**config.mk**
```make
export PLATFORM = sky130hd
export DESIGN_NAME = raster_to_page_dither_packer_top
export DESIGN_NICKNAME = d
export VERILOG_FILES = /design/src/rtl/rpdp_pkg.sv /design/src/rtl/rpdp_ram.sv /design/src/rtl/rpdp_dither.sv /design/src/rtl/raster_to_page_dither_packer_top.sv
export VERILOG_INCLUDE_DIRS = /design/src /design/src/rtl
export SDC_FILE = /design/constraint.sdc
export NUM_CORES = 2
export LEC_CHECK = 0
export BUFFER_PORTS_ARGS = -buffer_cell sky130_fd_sc_hd__buf_2
export CORE_ASPECT_RATIO = 0.9
export CORE_MARGIN = 1.5
export CORE_UTILIZATION = 41
export DETAILED_ROUTE_END_ITERATION = 7
export GPL_ROUTABILITY_DRIVEN = 0
export PLACE_DENSITY = 0.64
export REMOVE_ABC_BUFFERS = 1
export SETUP_SLACK_MARGIN = 0.3
export SYNTH_ARGS = -nofsm -noshare
export SYNTH_HDL_FRONTEND = slang
export SYNTH_HIERARCHICAL = 1
export SYNTH_SLANG_ARGS = --single-unit
```
**constraint.sdc**
```tcl
create_clock -name clk -period 41.2 [get_ports clk]
set_input_delay 2.06 -clock clk [delete_from_list [all_inputs] [get_ports clk]]
set_output_delay 2.06 -clock clk [all_outputs]
set_load 0.05 [all_outputs]
```
**src/rtl/assert_macros.svh**
```systemverilog
// Assertion macros shared by the RTL. Both expect clk and arst_n in scope.
`ifndef ASSERT_MACROS_SVH
`define ASSERT_MACROS_SVH

`ifndef SYNTH

// Same-cycle implication.
`define RPDP_ASSERT_IMP(lbl, ante, cons, msg) \
	lbl: assert property (@(posedge clk) disable iff (!arst_n) (ante) |-> (cons)) \
		else $error(msg);

// Implication checked in the next cycle.
`define RPDP_ASSERT_NEXT(lbl, ante, cons, msg) \
	lbl: assert property (@(posedge clk) disable iff (!arst_n) (ante) |=> (cons)) \
		else $error(msg);

`else

`define RPDP_ASSERT_IMP(lbl, ante, cons, msg)
`define RPDP_ASSERT_NEXT(lbl, ante, cons, msg)

`endif

`endif

```
**src/rtl/rpdp_pkg.sv**
```systemverilog
package rpdp_pkg;

	typedef struct packed {
		logic [7:0] pixel_byte;
		logic       frame_start;
	} in_item_t;

	typedef struct packed {
		logic [7:0] page_byte;
		logic [2:0] page_index;
		logic [6:0] column_index;
		logic       run_end;
		logic       frame_end;
	} out_item_t;

	typedef enum logic [1:0] {
		MODE_PACKED    = 2'd0,
		MODE_THRESHOLD = 2'd1,
		MODE_DITHER    = 2'd2
	} mode_t;

	localparam int ERR_W  = 12;
	localparam int SUM_W  = 14;
	localparam int PROD_W = 16;
	localparam int PAGE_W = 7;

	localparam logic signed [SUM_W-1:0] LIT_LEVEL  = 14'sd128;
	localparam logic signed [SUM_W-1:0] FULL_LEVEL = 14'sd255;

	typedef logic signed [ERR_W-1:0] err_t;

	localparam err_t ERR_MAX = 12'sh7ff;
	localparam err_t ERR_MIN = 12'sh800;

	// Error carried between neighbouring pixels of the dither.
	typedef struct packed {
		err_t right;
		err_t pend0;
		err_t pend1;
	} dith_state_t;

	typedef struct packed {
		logic lit;
		err_t left;
		err_t down;
		err_t down_right;
		err_t right;
	} dith_res_t;

	function automatic err_t sat_err(input logic signed [ERR_W:0] v);
		if (v > 13'sh07ff) begin
			return ERR_MAX;
		end else if (v < 13'sh1800) begin
			return ERR_MIN;
		end
		return v[ERR_W-1:0];
	endfunction

	// Division by sixteen that truncates toward zero.
	function automatic err_t div16(input logic signed [PROD_W-1:0] v);
		logic signed [PROD_W-1:0] t;
		t = v + (v[PROD_W-1] ? 16'sd15 : 16'sd0);
		return t[PROD_W-1:4];
	endfunction

endpackage

```
**src/rtl/rpdp_ram.sv**
```systemverilog
module rpdp_ram #(
	parameter int WIDTH = 8,
	parameter int DEPTH = 128
) (
	input  logic                     clk,
	input  logic                     we,
	input  logic [$clog2(DEPTH)-1:0] waddr,
	input  logic [WIDTH-1:0]         wdata,
	input  logic                     re,
	input  logic [$clog2(DEPTH)-1:0] raddr,
	output logic [WIDTH-1:0]         rdata
);

	logic [WIDTH-1:0] mem_q [DEPTH];

	always_ff @(posedge clk) begin
		if (we) begin
			mem_q[waddr] <= wdata;
		end
		if (re) begin
			rdata <= mem_q[raddr];
		end
	end

endmodule

```
**src/rtl/rpdp_dither.sv**
```systemverilog
module rpdp_dither (
	input  logic                  [7:0] pixel,
	input  rpdp_pkg::err_t              line_err,
	input  rpdp_pkg::dith_state_t       st,
	output rpdp_pkg::dith_res_t         res
);

	import rpdp_pkg::*;

	logic signed [SUM_W-1:0]  old_v;
	logic signed [SUM_W-1:0]  err_v;
	logic signed [PROD_W-1:0] e16;
	logic signed [PROD_W-1:0] m7;
	logic signed [PROD_W-1:0] m3;
	logic signed [PROD_W-1:0] m5;
	err_t                     d3;
	err_t                     d5;

	always_comb begin
		old_v = $signed({6'b0, pixel}) + $signed({{2{line_err[ERR_W-1]}}, line_err})
			+ $signed({{2{st.right[ERR_W-1]}}, st.right});
		res.lit = old_v >= LIT_LEVEL;
		err_v = res.lit ? old_v - FULL_LEVEL : old_v;
		e16 = {{2{err_v[SUM_W-1]}}, err_v};
		m7 = (e16 <<< 3) - e16;
		m3 = (e16 <<< 1) + e16;
		m5 = (e16 <<< 2) + e16;
		d3 = div16(m3);
		d5 = div16(m5);
		// The partial sums for the row below pick up this pixel's shares.
		res.left = sat_err({st.pend0[ERR_W-1], st.pend0} + {d3[ERR_W-1], d3});
		res.down = sat_err({st.pend1[ERR_W-1], st.pend1} + {d5[ERR_W-1], d5});
		res.down_right = div16(e16);
		res.right = div16(m7);
	end

endmodule

```
**src/rtl/raster_to_page_dither_packer_top.sv**
```systemverilog
// Channel  Direction  Payload                       Handshake
// in       input      in_item_t (pixel, frame start) in_valid / in_ready
// out      output     out_item_t (one column byte)   out_valid / out_ready
// cfg      input      pixel_mode, 2 bits             cfg_valid / cfg_ready
//
// Modes 1 and 2 take one request per cycle while the output does not stall; each
// passes an input stage and then a result register on its way to the output.
// Mode 0 takes no new request until its packed byte is done: the up to eight
// columns of the byte go one at a time through the read-modify-write of the page store.
// Reset clears counters, error state and valid bits at once; no sweep is needed.
// A stalled output holds the single processing stage, and with it the input.
`include "assert_macros.svh"

module raster_to_page_dither_packer_top #(
	parameter int WIDTH_PIXELS  = 128,
	parameter int HEIGHT_PIXELS = 64
) (
	input  logic                clk,
	input  logic                arst_n,
	input  logic                in_valid,
	output logic                in_ready,
	input  rpdp_pkg::in_item_t  in_data,
	output logic                out_valid,
	input  logic                out_ready,
	output rpdp_pkg::out_item_t out_data,
	input  logic                cfg_valid,
	output logic                cfg_ready,
	input  logic [1:0]          cfg_data
);

	import rpdp_pkg::*;

	localparam int CW    = $clog2(WIDTH_PIXELS);
	localparam int PAGES = (HEIGHT_PIXELS + 7) / 8;
	localparam int PW    = (PAGES > 1) ? $clog2(PAGES) : 1;

	localparam logic [CW-1:0] LAST_COL  = CW'(WIDTH_PIXELS - 1);
	localparam logic [CW:0]   COL_LIMIT = (CW + 1)'(WIDTH_PIXELS);
	localparam logic [PW-1:0] LAST_PAGE = PW'((HEIGHT_PIXELS - 1) / 8);
	localparam logic [2:0]    LAST_RIP  = 3'((HEIGHT_PIXELS - 1) % 8);
	localparam logic [2:0]    TOP_RIP   = 3'd7;

	typedef struct packed {
		logic [CW-1:0] col;
		logic [2:0]    rip;
		logic [PW-1:0] page;
		logic [7:0]    pix;
		logic          pre_lit;
		logic          dith;
		logic          emit;
		logic          last;
		logic          last_row;
		logic          frame_end;
	} op_t;

	logic [1:0]          pixel_mode_q;
	logic [CW-1:0]       col_q;
	logic [2:0]          rip_q;
	logic [PW-1:0]       page_q;
	logic                wrap_clr_q;

	logic                m0_q;
	logic [2:0]          m0_idx_q;
	logic [7:0]          m0_byte_q;
	logic [CW-1:0]       m0_col_q;
	logic [2:0]          m0_rip_q;
	logic [PW-1:0]       m0_page_q;

	op_t                 op_s1;
	logic                vld_s1;
	logic                line_vld_s1;

	err_t                right_q;
	err_t                pend0_q;
	err_t                pend1_q;
	err_t                tail_err_q;
	logic                tail_vld_q;
	logic [WIDTH_PIXELS-1:0] line_vld_q;

	out_item_t           out_q;
	logic                out_vld_q;

	logic                in_accept;
	logic                fs;
	logic                clr;
	logic [CW-1:0]       base_col;
	logic [2:0]          base_rip;
	logic [PW-1:0]       base_page;
	logic                base_last_row;
	logic                in_m0;
	logic [CW:0]         ncol;
	logic                row_wrap;
	logic                m0_last;
	logic                m0_last_row;
	op_t                 in_op;
	op_t                 m0_op;
	op_t                 new_op;
	logic                issue;
	logic                adv;
	logic                out_free;
	logic                s1_fire;

	logic [PAGE_W-1:0]   page_rdata;
	logic [PAGE_W-1:0]   page_new;
	err_t                err_rdata;
	err_t                line_err;
	dith_state_t         dst;
	dith_res_t           dres;
	logic                lit;
	logic                err_we;
	logic [CW-1:0]       err_waddr;

	assign fs        = in_data.frame_start;
	assign in_m0     = pixel_mode_q == MODE_PACKED;
	assign out_free  = !out_vld_q || out_ready;
	assign s1_fire   = vld_s1 && (!op_s1.emit || out_free);
	assign adv       = !vld_s1 || s1_fire;
	assign in_ready  = adv && !m0_q;
	assign in_accept = in_valid && in_ready;
	assign issue     = adv && (m0_q || in_valid);
	assign clr       = in_accept && (fs || wrap_clr_q);
	assign cfg_ready = 1'b1;

	always_comb begin
		base_col  = fs ? '0 : col_q;
		base_rip  = fs ? '0 : rip_q;
		base_page = fs ? '0 : page_q;
		base_last_row = (base_page == LAST_PAGE) && (base_rip == LAST_RIP);
		ncol = {1'b0, base_col} + (in_m0 ? (CW + 1)'(8) : (CW + 1)'(1));
		row_wrap = ncol >= COL_LIMIT;

		in_op.col       = base_col;
		in_op.rip       = base_rip;
		in_op.page      = base_page;
		in_op.pix       = in_data.pixel_byte;
		// The leftmost packed pixel and the threshold bit are the same bit.
		in_op.pre_lit   = in_data.pixel_byte[7];
		in_op.dith      = pixel_mode_q == MODE_DITHER;
		in_op.emit      = (base_rip == TOP_RIP) || base_last_row;
		in_op.last      = !in_m0 || (base_col == LAST_COL);
		in_op.last_row  = base_last_row;
		in_op.frame_end = base_last_row && (base_col == LAST_COL);

		m0_last_row = (m0_page_q == LAST_PAGE) && (m0_rip_q == LAST_RIP);
		m0_last     = (m0_idx_q == 3'd7) || (m0_col_q == LAST_COL);
		m0_op.col       = m0_col_q;
		m0_op.rip       = m0_rip_q;
		m0_op.page      = m0_page_q;
		m0_op.pix       = m0_byte_q;
		m0_op.pre_lit   = m0_byte_q[7];
		m0_op.dith      = 1'b0;
		m0_op.emit      = (m0_rip_q == TOP_RIP) || m0_last_row;
		m0_op.last      = m0_last;
		m0_op.last_row  = m0_last_row;
		m0_op.frame_end = m0_last_row && (m0_col_q == LAST_COL);

		new_op = m0_q ? m0_op : in_op;
	end

	// The last column's carried error lives in a register, so the row end can
	// update two entries in the same cycle.
	always_comb begin
		if (op_s1.col == LAST_COL) begin
			line_err = tail_vld_q ? tail_err_q : '0;
		end else begin
			line_err = line_vld_s1 ? err_rdata : '0;
		end
		dst.right = right_q;
		dst.pend0 = pend0_q;
		dst.pend1 = pend1_q;
	end

	rpdp_dither u_dither (
		.pixel    (op_s1.pix),
		.line_err (line_err),
		.st       (dst),
		.res      (dres)
	);

	always_comb begin
		lit = op_s1.dith ? dres.lit : op_s1.pre_lit;
		page_new = (op_s1.rip == 3'd0) ? '0 : page_rdata;
		if (op_s1.rip != TOP_RIP) begin
			page_new = page_new | (PAGE_W'(lit) << op_s1.rip);
		end
		err_we = s1_fire && op_s1.dith && !op_s1.last_row && (op_s1.col != '0);
		err_waddr = op_s1.col - CW'(1);
	end

	rpdp_ram #(
		.WIDTH (PAGE_W),
		.DEPTH (WIDTH_PIXELS)
	) u_page_ram (
		.clk   (clk),
		.we    (s1_fire),
		.waddr (op_s1.col),
		.wdata (page_new),
		.re    (issue),
		.raddr (new_op.col),
		.rdata (page_rdata)
	);

	rpdp_ram #(
		.WIDTH (ERR_W),
		.DEPTH (WIDTH_PIXELS)
	) u_err_ram (
		.clk   (clk),
		.we    (err_we),
		.waddr (err_waddr),
		.wdata (dres.left),
		.re    (issue),
		.raddr (new_op.col),
		.rdata (err_rdata)
	);

	always_ff @(posedge clk or negedge arst_n) begin
		if (!arst_n) begin
			pixel_mode_q <= MODE_THRESHOLD;
		end else if (cfg_valid && cfg_ready) begin
			pixel_mode_q <= cfg_data;
		end
	end

	always_ff @(posedge clk or negedge arst_n) begin
		if (!arst_n) begin
			col_q      <= '0;
			rip_q      <= '0;
			page_q     <= '0;
			wrap_clr_q <= 1'b0;
		end else if (in_accept) begin
			if (row_wrap) begin
				col_q      <= '0;
				wrap_clr_q <= base_last_row;
				if (base_last_row) begin
					rip_q  <= '0;
					page_q <= '0;
				end else if (base_rip == TOP_RIP) begin
					rip_q  <= '0;
					page_q <= base_page + PW'(1);
				end else begin
					rip_q  <= base_rip + 3'd1;
					page_q <= base_page;
				end
			end else begin
				col_q      <= ncol[CW-1:0];
				rip_q      <= base_rip;
				page_q     <= base_page;
				wrap_clr_q <= 1'b0;
			end
		end
	end

	always_ff @(posedge clk or negedge arst_n) begin
		if (!arst_n) begin
			m0_q <= 1'b0;
		end else if (in_accept && in_m0 && (base_col != LAST_COL)) begin
			m0_q <= 1'b1;
		end else if (m0_q && issue && m0_last) begin
			m0_q <= 1'b0;
		end
	end

	always_ff @(posedge clk) begin
		if (in_accept && in_m0) begin
			m0_idx_q  <= 3'd1;
			m0_col_q  <= base_col + CW'(1);
			m0_byte_q <= in_data.pixel_byte << 1;
			m0_rip_q  <= base_rip;
			m0_page_q <= base_page;
		end else if (m0_q && issue) begin
			m0_idx_q  <= m0_idx_q + 3'd1;
			m0_col_q  <= m0_col_q + CW'(1);
			m0_byte_q <= m0_byte_q << 1;
		end
	end

	always_ff @(posedge clk or negedge arst_n) begin
		if (!arst_n) begin
			vld_s1 <= 1'b0;
		end else if (adv) begin
			vld_s1 <= issue;
		end
	end

	always_ff @(posedge clk) begin
		if (issue) begin
			op_s1       <= new_op;
			line_vld_s1 <= !clr && line_vld_q[new_op.col];
		end
	end

	// A clear from a new frame wins over a write from the item ahead of it.
	always_ff @(posedge clk or negedge arst_n) begin
		if (!arst_n) begin
			line_vld_q <= '0;
		end else if (clr) begin
			line_vld_q <= '0;
		end else if (err_we) begin
			line_vld_q[err_waddr] <= 1'b1;
		end
	end

	always_ff @(posedge clk or negedge arst_n) begin
		if (!arst_n) begin
			right_q    <= '0;
			pend0_q    <= '0;
			pend1_q    <= '0;
			tail_vld_q <= 1'b0;
		end else if (clr) begin
			right_q    <= '0;
			pend0_q    <= '0;
			pend1_q    <= '0;
			tail_vld_q <= 1'b0;
		end else if (s1_fire && op_s1.dith) begin
			if (op_s1.col == LAST_COL) begin
				right_q <= '0;
				pend0_q <= '0;
				pend1_q <= '0;
				if (!op_s1.last_row) begin
					tail_vld_q <= 1'b1;
				end
			end else begin
				right_q <= dres.right;
				pend0_q <= dres.down;
				pend1_q <= dres.down_right;
			end
		end
	end

	always_ff @(posedge clk) begin
		if (s1_fire && op_s1.dith && (op_s1.col == LAST_COL) && !op_s1.last_row) begin
			tail_err_q <= dres.down;
		end
	end

	always_ff @(posedge clk or negedge arst_n) begin
		if (!arst_n) begin
			out_vld_q <= 1'b0;
		end else if (s1_fire && op_s1.emit) begin
			out_vld_q <= 1'b1;
		end else if (out_ready) begin
			out_vld_q <= 1'b0;
		end
	end

	always_ff @(posedge clk) begin
		if (s1_fire && op_s1.emit) begin
			out_q.page_byte    <= {lit && (op_s1.rip == TOP_RIP), page_new};
			out_q.page_index   <= 3'(op_s1.page);
			out_q.column_index <= 7'(op_s1.col);
			out_q.run_end      <= op_s1.last;
			out_q.frame_end    <= op_s1.frame_end;
		end
	end

	assign out_valid = out_vld_q;
	assign out_data  = out_q;

	`RPDP_ASSERT_IMP(a_frame_end_closes, out_valid && out_data.frame_end, out_data.run_end, "frame end byte is not the last of its request")
	`RPDP_ASSERT_NEXT(a_frame_start_clears, in_accept && in_data.frame_start, (line_vld_q == '0) && (right_q == '0) && (pend0_q == '0) && (pend1_q == '0) && !tail_vld_q, "error state not cleared by frame start")
	`RPDP_ASSERT_IMP(a_page_in_range, out_valid, out_data.page_index <= 3'(LAST_PAGE), "page index beyond the last page")
	`RPDP_ASSERT_IMP(a_frame_end_emits, vld_s1 && op_s1.frame_end, op_s1.emit && op_s1.last, "frame end column not emitted as last byte")

endmodule
```
==> metrics.txt <==
layout cell share with drive strength beyond 1 26.61%; status finished, final reports clean; DRT Wirelength 278000 um; Top FF cell, synth edfxtp_1; CP startpoint op_s1[21]; Crit. End Element register; cell row count 181; Detailed Route Iter0 Violations 6938; GRT Residual Overflow 0; Slowest cell on crit path o21ai_0; Die X 553.9 um; DP Wirelength 165100 um; clk buf depth 4; ys async rst share under 10%; Yosys reg bits approximately 2700; Initial Util 41.35%; XOR/XNOR Fraction of Synth Area 1.010%; first-pass GRT wire length roughly 400000 um; vias in the first global route 56950; Clock transition at path regs 60 ps; Area Growth Syn to Fin 12.68%; unique cell type count in the Yosys netlist 109; FF-to-FF path depth 45; core region area approximately 270000 um2; CP dominant cell by count inv_1; Worst Hold Path Cells 0; DR DRC count 0; fmax 0.07457 GHz; WL/cell ~29 um; TritonCTS clock tree built; clk_lat worst skew 860 ps; min-delay src op_s1[16]; die height 498.8 um; I/O pins 39; FF-to-FF End u_err_ram/mem_q[79][4]; largest net degree at the start of global routing between 100 and 150; Fin. Hold Viols 0; RSZ-0062 raised after global routing false; Hold Path End out_data[11]; top cell type's share of synthesized area between 60% and 70%; Post-synth EDFFs 2530; reg2reg start op_s1[21]; yosys warns 6; clock root buffer clkbuf_16; Hold/Removal Path Class reg2reg; minimum clock period after layout 13410 ps; vias 57410; Compound-Gate Fraction of Synth Area around 3.3%; Synth Cell Area 112000 um2; Via density 5.927; fin. max-slew vios 0; Syn Area/Cell 19.59 um2; post_cts resized 0; largest family of logic cells by synthesized area multiplexers; setup TNS 0 ps; Post-DRT Antenna Nets 0; die area 276300 um2; # Post-CTS Setup Buffers 0; port bufs 37; # clock sinks roughly 2700; htree depth 5; Setup Skew 77.93 ps; Worst-Margin Slew ~1300 ps; Nets 6023; post-synthesis simple-gate area fraction 3.865%; leading area contributor after synthesis edfxtp_1; register area share after synthesis 72.00%; synthesized instance count 5717; CP Class reg2reg; Post-Synth Adder-Cell Area 1.365%; crit path launch type register; Tcrit/Tclk final 32.55%; mux cell area share after synthesis 16.98%; Data required, critical path 41660 ps; initial antenna violation count 19; Max-slew headroom about 14%; drt first pass iters 6; Area contributors post-synth edfxtp_1 (68%), mux4_2 (16%), dfrtp_1 (4.1%); CP Max Fanout 92; Max Cap Violations 0; Crit path largest cell delay 890 ps; hold buffers post-CTS 0; Inserted Clock Buffers 286; Tot GR Track Use roughly a fifth; Worst EP arrival 13870 ps; R2R setup slack 27790 ps; # setup viols final 0
[stage by stage]
stage          area (um2)  setup WS, ps  hold slack (ps)  utilization [%]  cells
4_1_cts            126200         27900            459.6            46.59   9685
2_1_floorplan      110600          7809            400.3                -   5419
6_report           126200         27790            456.6            46.59   9687
5_1_grt            126200         26720            464.4            46.59   9686
3_3_place_gp       117100         28290            418.3            43.23   9180
3_5_place_dp       117100         27930            441.2            43.23   9180
[critical path, delay by kind of cell (launching register included)]
kind                     cells  cell delay [ps]
AO/OA/AOI/OAI               17             4950
adder cells (fa/ha/maj)      8             2870
AND/OR/NAND/NOR              9             2330
buffers and inverters        8             1570
flip-flops                   1              580
XOR/XNOR                     2              350
multiplexers                 1              240
[cells in the mapped netlist (7+ instances only)]
| cell type | count |
|---|---|
| edfxtp_1 | 2530 |
| mux4_2 | 810 |
| nor2_1 | 491 |
| a21oi_1 | 227 |
| dfrtp_1 | 183 |
| clkbuf_1 | 166 |
| nand2_1 | 165 |
| xnor2_1 | 98 |
| ha_1 | 94 |
| nand3_1 | 71 |
| o21ai_0 | 71 |
| inv_1 | 67 |
| buf_2 | 58 |
| mux2_2 | 56 |
| a22o_1 | 50 |
| nor3_1 | 43 |
| nor2b_1 | 37 |
| buf_1 | 33 |
| buf_4 | 31 |
| a21o_1 | 29 |
| xor2_1 | 28 |
| nand2b_1 | 24 |
| nand4_1 | 23 |
| and3_1 | 17 |
| a211oi_1 | 16 |
| o21bai_1 | 14 |
| fa_1 | 13 |
| mux2i_1 | 13 |
| and2_1 | 12 |
| o21a_1 | 12 |
| o211ai_1 | 11 |
| buf_6 | 10 |
| a31oi_1 | 8 |
| nor4_1 | 8 |
| o21ai_1 | 8 |
| o31ai_1 | 8 |
| inv_2 | 7 |
| maj3_1 | 7 |
| or3_1 | 7 |
[routing by layer]
| layer | up-vias | GRT usage, % | wire (um) |
|---|---|---|---|
| li1 | 23780 | - | - |
| met1 | 30810 | 29.87 | 121000 |
| met2 | 2448 | 30.41 | 128600 |
| met3 | 376 | 3.413 | 22450 |
| met4 | 4 | 4.503 | 5887 |
| met5 | - | 0.2428 | 110 |
[cells by family (layout without fill, tap and decap cells)]
logic type,count (synthesis),in the layout
compound gates,556,556
xor+xnor,127,127
fa+ha+maj,116,116
buf+inv,373,773
flops,2717,2717
mux,880,880
other cells,1,3
simple gates,947,947
[placed cells by master (no fill, tap or decap), types with 14 or more instances in the layout]
cell	n
xnor2_1	98
inv_1	65
a22o_1	50
dfrtp_1	182
a211oi_1	16
nand3_1	68
bufinv_16	26
nor2_2	81
nor2b_1	37
clkbuf_16	291
edfxtp_1	2530
buf_2	36
nor3_1	33
a21o_1	29
and3_1	17
xor2_1	28
clkbuf_1	55
nand2_1	161
nand4_1	23
mux4_2	810
clkinv_2	40
mux2_2	55
o21ai_0	68
nor2_1	408
clkinv_1	58
nand2b_1	24
buf_4	150
o21bai_1	14
ha_1	94
a21oi_1	215
[registers in the layout, summed over array words and instances, names as in the netlist, 2 cells and up]
signal,flops
op_s1,26
m0_byte_q,7
line_vld_q,128
pend0_q,12
m0_rip_q,3
tail_err_q,12
pend1_q,12
page_q,3
rip_q,3
u_page_ram/rdata,7
col_q,7
m0_idx_q,3
out_data,20
m0_page_q,3
right_q,12
m0_col_q,7
u_err_ram/rdata,12
u_page_ram/mem_q,896
pixel_mode_q,2
u_err_ram/mem_q,1536
[how the worst max path moves through the flow]
stage	cells after the start	slack (ps)	to
2_1_floorplan	2	7810	op_s1[22]
4_1_cts	44	27900	u_err_ram/mem_q[93][5]
3_5_place_dp	44	27930	u_err_ram/mem_q[67][5]
6_report	45	27790	u_err_ram/mem_q[79][4]
5_1_grt	44	26720	u_err_ram/mem_q[70][5]
3_3_place_gp	45	28290	u_err_ram/mem_q[66][5]
[cell type report]
type,instances,area (um2)
clock buffers,354,7599
fillers,22230,144700
multi-input cells,2627,30250
well taps,3568,4464
repair buffers,193,1440
clock inverters,151,1496
flip-flops and latches,2717,80640
inverters,75,310.3
diodes,2,5.005
Power is not shown: default switching activity piles up to over one toggle a cycle in this logic, so the estimate is an artifact.
